[src/design/fcfla_ram.sv]
// ----------------------------------------------------------------------------
// fcfla_ram
// Simple dual-port RAM: one write port, one read port with registered data.
// ----------------------------------------------------------------------------
module fcfla_ram #(
   parameter int WIDTH = 8,
   parameter int DEPTH = 16,
   localparam int AW = $clog2(DEPTH)
) (
   input  logic             clock,
   input  logic             wr_en,
   input  logic [AW-1:0]    wr_addr,
   input  logic [WIDTH-1:0] wr_data,
   input  logic             rd_en,
   input  logic [AW-1:0]    rd_addr,
   output logic [WIDTH-1:0] rd_data
);

   logic [WIDTH-1:0] mem_ff [DEPTH];
   logic [WIDTH-1:0] rd_data_ff;

   always_ff @(posedge clock) begin
      if (wr_en) begin
         mem_ff[wr_addr] <= wr_data;
      end
      if (rd_en) begin
         rd_data_ff <= mem_ff[rd_addr];
      end
   end

   assign rd_data = rd_data_ff;

endmodule

[config.mk]
export PLATFORM = sky130hd
export DESIGN_NAME = fcfla_ram
export DESIGN_NICKNAME = d
export VERILOG_FILES = /design/src/design/fcfla_ram.sv
export SDC_FILE = /design/constraint.sdc
export NUM_CORES = 1
export LEC_CHECK = 0
export BUFFER_PORTS_ARGS = -buffer_cell sky130_fd_sc_hd__buf_2
export CAP_MARGIN = 20
export CELL_PAD_IN_SITES_DETAIL_PLACEMENT = 0
export CELL_PAD_IN_SITES_GLOBAL_PLACEMENT = 1
export CORE_MARGIN = 4
export CORE_UTILIZATION = 35
export DETAILED_ROUTE_END_ITERATION = 8
export PLACE_DENSITY_LB_ADDON = 0.1
export SYNTH_ARGS = -nofsm -noshare
export SYNTH_HDL_FRONTEND = slang
export SYNTH_SLANG_ARGS = --single-unit
[constraint.sdc]
create_clock -name clock -period 1.6 [get_ports clock]
set_clock_uncertainty 0.05 [all_clocks]
set_input_delay 0.08 -clock clock [delete_from_list [all_inputs] [get_ports clock]]
set_output_delay 0.08 -clock clock [all_outputs]
set_load 0.03 [all_outputs]
==> impl_metrics.json, run 1 <==
{
  "grt_pass1_wl_um": 17020,
  "std_cell_rows": 44,
  "core_um2": 14590,
  "hold_ws_ps": 25.04,
  "r2r_slack_ps": 60,
  "yosysTopAreaCell": "edfxtp_1",
  "syn_area_um2": 5228,
  "io_pins": 27,
  "finalMaxSlewViolations": 0,
  "synth_seq_cells": 136,
  "p_int_mw": 6.935,
  "synth-edff-count": 136,
  "die_h_um": 130.2,
  "yosys-top-cells-area": "edfxtp_1, mux4_2, mux4_1",
  "power_mw": 8.553,
  "synth_top_area_share": 0.7812,
  "synth-seq-area-share": 0.7812,
  "syn-mean-instance-area_um2": 22.83,
  "fmax_mhz": 647.6,
  "post_cts_buffers": 0,
  "ys.flop_type": "edfxtp_1",
  "grt_pass1_vias": 2568,
  "critPathRequiredTime_ps": 1700,
  "p_per_area_nw_per_um2": 1331,
  "drc": 0,
  "sw_frac_of_total": 0.1892,
  "maxCapViolCount": 0,
  "synth_cell_type_count": 18,
  "clockRootBuffer": "clkbuf_16",
  "period_needed_ps": 1544,
  "synth_most_common_cell": "edfxtp_1",
  "numClockSinks": 136,
  "grt.overflow.total": 0,
  "antenna_found_initial": 0,
  "pwr-share-comb": 0.053,
  "wl_per_cell_um": 23.19,
  "setup_violations": 0,
  "ys_warn_count": 0,
  "cts_made_buffers": 17,
  "first_pass_iters": 5,
  "syn_to_final_growth_pct": 22.91,
  "max-slew-margin-rel": 0.4034,
  "final_nets": 310,
  "clk_path_buf_depth": 2,
  "synth_fp_nets": 248,
  "finalSetupTns_ps": 0,
  "hold_class": "input pin to flop",
  "leakagePower_nw": 2.171,
  "initial_utilization": 0.3583,
  "hold_viol": 0,
  "diodes": 0,
  "syn_inst": 229,
  "cts_tree": "built",
  "drt.antenna.violating_nets": 0,
  "outcome": "completed",
  "design_area_um2": 6425,
  "post_dp_cell_area_um2": 5757,
  "async_reset_ff_frac": 0,
  "hpwl_um": 7388,
  "grt_max_degree": 18,
  "die_x_um": 130.2,
  "drtIter0Drc": 187,
  "ir_drop_mv": 0.7157,
  "dieArea_um2": 16950,
  "synthTopCellsByCount": "edfxtp_1, mux4_2, a22oi_1",
  "vias_per_cell": 5.029,
  "layout-drive-gt1-share": 0.3421,
  "crit_path_end_kind": "flop",
  "p_switching_mw": 1.618,
  "wl_um": 11320,
  "htreeDepth": 4,
  "power.share.sequential": 0.472,
  "vias": 2454,
  "worst_pin_slew_ps": 891.7,
  "place_congestion": 0.7277,
  "clk_pin_slew_worst_paths_ps": 50,
  "cp.arrival_ps": 1650,
  "critPathKind": "flop to flop",
  "rsz0062_at_grt": "no",
  "clkLatencyLatePin_ps": 410,
  "worstSetupStartpointType": "flop",
  "port_buffers": 26,
  "clkPwrFrac": 0.475,
  "finalCritPeriodShare": 0.9651,
  "worstPathMaxFanout": 1,
  "track_usage": 0.1475
}
-- what timing repair did --
item	4_1_cts	5_1_grt
hold endpoints to repair	24	0
pin swaps	0	1
cloned	0	0
setup endpoints to repair	4	4
hold buffers	2	0
resized for setup	4	4
-- through the flow --
stage | std cells | setup slack (ps) | util
2_1_floorplan | 229 | 187.6 | -
3_3_place_gp | 454 | -288.2 | 0.3946
3_5_place_dp | 454 | -242.2 | 0.3946
4_1_cts | 488 | 9.947 | 0.4396
5_1_grt | 488 | 3.530 | 0.4404
6_report | 488 | 55.81 | 0.4404
-- placed cells by master, fill, tap and decap left out, types with 2 or more instances in the layout --
master and instances:
clkbuf_1 3, a22oi_2 7, nor3_1 3, mux4_2 19, clkinv_1 4, nand2b_1 2, dlygate4sd3_1 2, nand3b_1 2
clkbuf_16 17, a22oi_1 9, buf_4 20, buf_2 26, mux4_1 13, bufinv_16 5, edfxtp_1 136, nand2_1 9
clkinv_2 3, buf_12 5, nor2_1 13
-- area by class of cell --
type                    count  area, µm²
fillers                  1234       8164
clock buffers              20      436.7
clock inverters            12      180.2
well taps                 184      230.2
repair buffers             53      400.4
flip-flops and latches    136       4084
multi-input cells          83       1094
-- critical path, cell delays in order (launching register included) --
cell and delay, ps:
edfxtp_1 340, mux4_1 510, a22oi_1 310, nand2_1 80
-- state kept, by name, indices dropped and copies added (netlist names) --
name     cells
rd_data      8
mem_ff     128
-- routing by layer --
| metal | share of wire | wire, µm | global-route usage | vias to the layer above |
|---|---|---|---|---|
| met5 | 0 | 0 | 0 | - |
| li1 | - | - | - | 1102 |
| met4 | 0.012 | 138 | 0.05685 | 0 |
| met1 | 0.46 | 5153 | 0.2014 | 1280 |
| met2 | 0.49 | 5529 | 0.2272 | 61 |
| met3 | 0.044 | 494 | 0.03930 | 11 |
-- cells by family (layout without fill, tap and decap cells) --
family                 Yosys count  after routing  share of synthesized area
DFF                            136            136                     0.7812
and+or+nand+nor                 35             35                    0.03136
muxes                           32             32                     0.1479
AOI/OAI and AO/OA               16             16                    0.02298
buffers and inverters           10             85                    0.01651
-- power groups by stage --
stage | logic (mW) | clock network (mW) | registers [mW]
floorplan | 0.203 | 0 | 4.14
global placement | 0.448 | 0 | 4.11
detailed placement | 0.449 | 0 | 4.11
CTS | 0.461 | 4.13 | 4.04
global route | 0.495 | 4.32 | 4.04
finish | 0.452 | 4.06 | 4.04
-- worst paths after layout --
check / startpoint / endpoint / depth (start not counted)
setup / recovery: mem_ff[1][3] / rd_data[3] / 3
hold / removal: wr_data[7] / mem_ff[4][7] / 1
setup reg to reg: mem_ff[1][3] / rd_data[3] / 3
hold reg to reg: mem_ff[15][1] / rd_data[1] / 3
(Power assumes the default switching activity.)
==> inputs of run 2 (changes only) <==
--- a/config.mk
+++ b/config.mk
@@ -13,6 +13,7 @@
 export CORE_UTILIZATION = 35
 export DETAILED_ROUTE_END_ITERATION = 8
 export PLACE_DENSITY_LB_ADDON = 0.1
+export RECOVER_POWER = 100
 export SYNTH_ARGS = -nofsm -noshare
 export SYNTH_HDL_FRONTEND = slang
 export SYNTH_SLANG_ARGS = --single-unit
==> impl_metrics.json, run 2 (same netlist as run 1, synthesis figures left out) <==
{
  "outcome": "completed",
  "sw_frac_of_total": 0.1893,
  "period_needed_ps": 1534,
  "crit_path_end_kind": "flop",
  "grt_pass1_vias": 2568,
  "std_cell_rows": 44,
  "pwr-share-comb": 0.051,
  "clockRootBuffer": "clkbuf_16",
  "core_um2": 14590,
  "fmax_mhz": 651.9,
  "power.share.sequential": 0.473,
  "most-common-layout-cells": "edfxtp_1, clkbuf_1, mux4_2, clkbuf_16",
  "numClockSinks": 136,
  "power_mw": 8.537,
  "cp.arrival_ps": 1640,
  "die_x_um": 130.2,
  "drt.antenna.violating_nets": 0,
  "drtIter0Drc": 172,
  "post_cts_buffers": 0,
  "place_congestion": 0.7277,
  "antenna_found_initial": 0,
  "top_usage_layer": "met2",
  "setup_violations": 0,
  "track_usage": 0.1475,
  "met3_usage": 0.03930,
  "final_nets": 310,
  "layout_commonest_cell": "edfxtp_1",
  "p_switching_mw": 1.616,
  "ir_drop_mv": 0.7163,
  "clk_path_buf_depth": 2,
  "htreeDepth": 4,
  "vias": 2452,
  "wl_um": 11410,
  "worst_pin_slew_ps": 866.4,
  "clkPwrFrac": 0.475,
  "io_pins": 27,
  "leakagePower_nw": 2.043,
  "clkLatencyLatePin_ps": 410,
  "vias_per_cell": 5.025,
  "port_buffers": 26,
  "drc": 0,
  "grt_use_met2": 0.2272,
  "placed_cells": 454,
  "dieArea_um2": 16950,
  "regMostFlops": "mem_ff",
  "critPathKind": "flop to flop",
  "maxCapViolCount": 0,
  "layout-drive-gt1-share": 0.2171,
  "hold_class": "input pin to flop",
  "initial_utilization": 0.3583,
  "wl_per_cell_um": 23.39,
  "first_pass_iters": 4,
  "die_h_um": 130.2,
  "clk_pin_slew_worst_paths_ps": 50,
  "worstPathMaxFanout": 1,
  "grt_pass1_wl_um": 17020,
  "grt_max_degree": 18,
  "critPathRequiredTime_ps": 1700,
  "p_per_area_nw_per_um2": 1348,
  "hpwl_um": 7388,
  "finalMaxSlewViolations": 0,
  "rsz0062_at_grt": "no",
  "instances_no_fill": 488,
  "max-slew-margin-rel": 0.4203,
  "finalCritPeriodShare": 0.9588,
  "met1_usage": 0.2014,
  "grt.overflow.total": 0,
  "cts_made_buffers": 17,
  "p_int_mw": 6.921,
  "hold_viol": 0,
  "worstSetupStartpointType": "flop",
  "diodes": 0,
  "cts_tree": "built",
  "largest_reg_flops": 128,
  "syn_to_final_growth_pct": 21.16
}
[run 2: changes by cell type in the layout (fill, tap and decap cells not counted), sizes merged]
| cell | before | now |
|---|---|---|
| buf | 51 | 14 |
| clkbuf | 20 | 57 |
[run 2: routing by layer]
layer	vias to the layer above	wire, µm	part of all wire
li1	1103	-	-
met1	1277	5365	0.47
met2	61	5440	0.48
met3	11	467	0.041
met4	0	138	0.012
met5	-	0	0
[run 2: cell type report]
cell class | count | area, µm²
timing repair buffer | 53 | 314.1
fill | 1266 | 8255
tap | 184 | 230.2
multi-input combinational | 83 | 1089
clock buffer | 20 | 436.7
sequential | 136 | 4084
clock inverter | 12 | 180.2
[run 2: metrics by stage]
step	utilization	hold slack (ps)	worst slack (ps)	TNS [ps]	instance area, µm²
2_1_floorplan	-	128.9	187.6	0	5233
3_3_place_gp	0.3946	426.2	-288.2	-1285	5757
3_5_place_dp	0.3946	424.1	-242.2	-1227	5757
4_1_cts	0.4396	13.80	9.947	0	6414
5_1_grt	0.4341	232.0	3.530	0	6334
6_report	0.4341	189.6	65.94	0	6334
[run 2: final timing paths]
kind / startpoint / end / slack [ps] / depth (start not counted)
setup reg to reg: mem_ff[1][3] / rd_data[3] / 70 / 3
setup / recovery: mem_ff[1][3] / rd_data[3] / 70 / 3
hold / removal: wr_data[7] / mem_ff[4][7] / 190 / 1
hold reg to reg: mem_ff[15][1] / rd_data[1] / 700 / 3
[run 2: critical path, stage by stage, from the launching register on]
cell	delay, ps
edfxtp_1	340
mux4_1	510
a22oi_1	300
nand2_1	80
[run 2: power groups by stage]
| stage | Combinational [mW] | Sequential [mW] | Clock (mW) |
|---|---|---|---|
| detailed placement | 0.449 | 4.11 | 0 |
| floorplan | 0.203 | 4.14 | 0 |
| global placement | 0.448 | 4.11 | 0 |
| CTS | 0.461 | 4.04 | 4.13 |
| finish | 0.436 | 4.04 | 4.06 |
| global route | 0.478 | 4.05 | 4.32 |
[run 2: repair_timing]
| item | in CTS | in global routing |
|---|---|---|
| pin swaps | 0 | 1 |
| setup endpoints to repair | 4 | 4 |
| resized for setup | 4 | 4 |
| hold buffers | 2 | 0 |
| endpoints found under the hold margin | 24 | 0 |
| gates cloned | 0 | 0 |
==> inputs of run 3 (changes only) <==
--- a/config.mk
+++ b/config.mk
@@ -12,6 +12,7 @@
 export CORE_MARGIN = 4
 export CORE_UTILIZATION = 35
 export DETAILED_ROUTE_END_ITERATION = 8
+export GPL_TIMING_DRIVEN = 0
 export PLACE_DENSITY_LB_ADDON = 0.1
 export RECOVER_POWER = 100
 export SYNTH_ARGS = -nofsm -noshare
==> impl_metrics.json, run 3 (same netlist as run 1, synthesis figures left out) <==
{
  "setup_violations": 0,
  "pre_cts_slack_ps": -302.0,
  "cp.arrival_ps": 1640,
  "layout_commonest_cell": "edfxtp_1",
  "wl_per_cell_um": 23.08,
  "design_area_um2": 6158,
  "drtIter0Drc": 184,
  "die_x_um": 130.2,
  "path_cells": "mux4_1 > a22oi_1 > nand2_1",
  "fmax_mhz": 652.8,
  "core_um2": 14590,
  "largest_reg_flops": 128,
  "diodes": 0,
  "rr_startpoint": "mem_ff[5][1]",
  "grt.overflow.total": 0,
  "finalMaxSlewViolations": 0,
  "place_congestion": 0.6500,
  "dieArea_um2": 16950,
  "drc": 0,
  "antenna_found_initial": 0,
  "grt_max_degree": 17,
  "grt_pass1_vias": 2509,
  "syn_to_final_growth_pct": 17.81,
  "r2r_slack_ps": 70,
  "post_cts_buffers": 0,
  "worstPathMaxFanout": 1,
  "most-common-layout-cells": "edfxtp_1, clkbuf_1, mux4_2, clkbuf_16",
  "worst_pin_slew_ps": 850.2,
  "critPathKind": "flop to flop",
  "layout-drive-gt1-share": 0.2241,
  "drt.antenna.violating_nets": 0,
  "worst_path_max_delay_cell": "mux4_1",
  "p_per_area_nw_per_um2": 1329,
  "fin_ws_ps": 68.25,
  "maxCapViolCount": 0,
  "regMostFlops": "mem_ff",
  "leakagePower_nw": 1.982,
  "clk_pin_slew_worst_paths_ps": 50,
  "hold_depth": 2,
  "outcome": "completed",
  "crit_path_end_kind": "flop",
  "hold_ws_ps": 94.14,
  "period_needed_ps": 1532,
  "port_buffers": 25,
  "track_usage": 0.1410,
  "r2r-end": "rd_data[1]",
  "htreeDepth": 4,
  "cts_tree": "built",
  "hpwl_um": 7104,
  "timing.critical_path.buf_inv": 0,
  "die_h_um": 130.2,
  "std_cell_rows": 44,
  "max-slew-margin-rel": 0.4311,
  "ir_drop_mv": 0.7332,
  "cts_made_buffers": 17,
  "path_delay_family": "multiplexers",
  "reg2reg_depth": 3,
  "grt_pass1_wl_um": 16230,
  "final_nets": 296,
  "hp-start": "wr_addr[1]",
  "vias": 2389,
  "wl_um": 10940,
  "post_dp_cell_area_um2": 5608,
  "vias_per_cell": 5.040,
  "io_pins": 27,
  "clkLatencyLatePin_ps": 410,
  "critPathRequiredTime_ps": 1710,
  "hold_viol": 0,
  "clk_path_buf_depth": 2,
  "hold_class": "input pin to flop",
  "clockRootBuffer": "clkbuf_16",
  "power_mw": 8.182,
  "numClockSinks": 136,
  "cpPeakStageDelay_ps": 570,
  "initial_utilization": 0.3583,
  "first_pass_iters": 4,
  "rsz0062_at_grt": "no",
  "hold_path_end": "mem_ff[4][5]",
  "finalCritPeriodShare": 0.9573,
  "worstSetupStartpointType": "flop"
}
## run 3: changes by cell type in the layout (fill, tap and decap cells not counted), sizes merged
cell           change
clkbuf            -18
bufinv             -2
clkdlybuf4s25      +3
buf                -1
dlygate4sd3        -1
clkinv             +5
## run 3: power by group
| group | leakage [nW] | total [mW] | switching, mW | internal [mW] |
|---|---|---|---|---|
| clock | 0.280 | 3.73 | 1.34 | 2.39 |
| combinational | 0.466 | 0.417 | 0.266 | 0.151 |
| sequential | 1.24 | 4.04 | 0.0174 | 4.02 |
| total | 1.98 | 8.18 | 1.62 | 6.56 |
## run 3: layout make-up
cell class              instances  area [µm²]
repair buffers                 29       122.6
fillers                      1276        8431
clock inverters                15       140.1
multi-input cells              83        1070
clock buffers                  17       425.4
well taps                     184       230.2
flip-flops and latches        136        4084
plain buffers                  10       86.33
## run 3: per-stage QoR
| step | setup TNS, ps | utilization | cells |
|---|---|---|---|
| floorplan | 0 | - | 229 |
| global placement | -18180 | 0.3830 | 438 |
| detailed placement | -9638 | 0.3844 | 441 |
| CTS | 0 | 0.4242 | 474 |
| global route | 0 | 0.4221 | 474 |
| finish | 0 | 0.4221 | 474 |
## run 3: per-layer routing
metal  GRT usage  part of all wire  up-vias
met5           0                 0        -
met4     0.05501             0.016        0
met3     0.04257             0.034       15
met2      0.2079              0.46       53
met1      0.1972              0.48     1247
li1            -                 -     1074
## run 3: worst max path at each step
stage / from / to / slack, ps / cells after the start
after CTS: mem_ff[5][1] / rd_data[1] / 30 / 3
after global routing: mem_ff[11][0] / rd_data[0] / 10 / 3
after global placement: wr_addr[2] / mem_ff[8][3] / -460 / 3
after floorplan: rd_addr[0] / rd_data[1] / 190 / 5
final: mem_ff[5][1] / rd_data[1] / 70 / 3
after detailed placement: wr_addr[2] / mem_ff[2][2] / -300 / 3
## run 3: timing repair
item / CTS / global route
setup endpoints to repair: 1 / 3
hold endpoints to repair: 8 / 0
pin swaps: 0 / 2
hold buffers: 1 / 0
gates resized for setup: 1 / 4
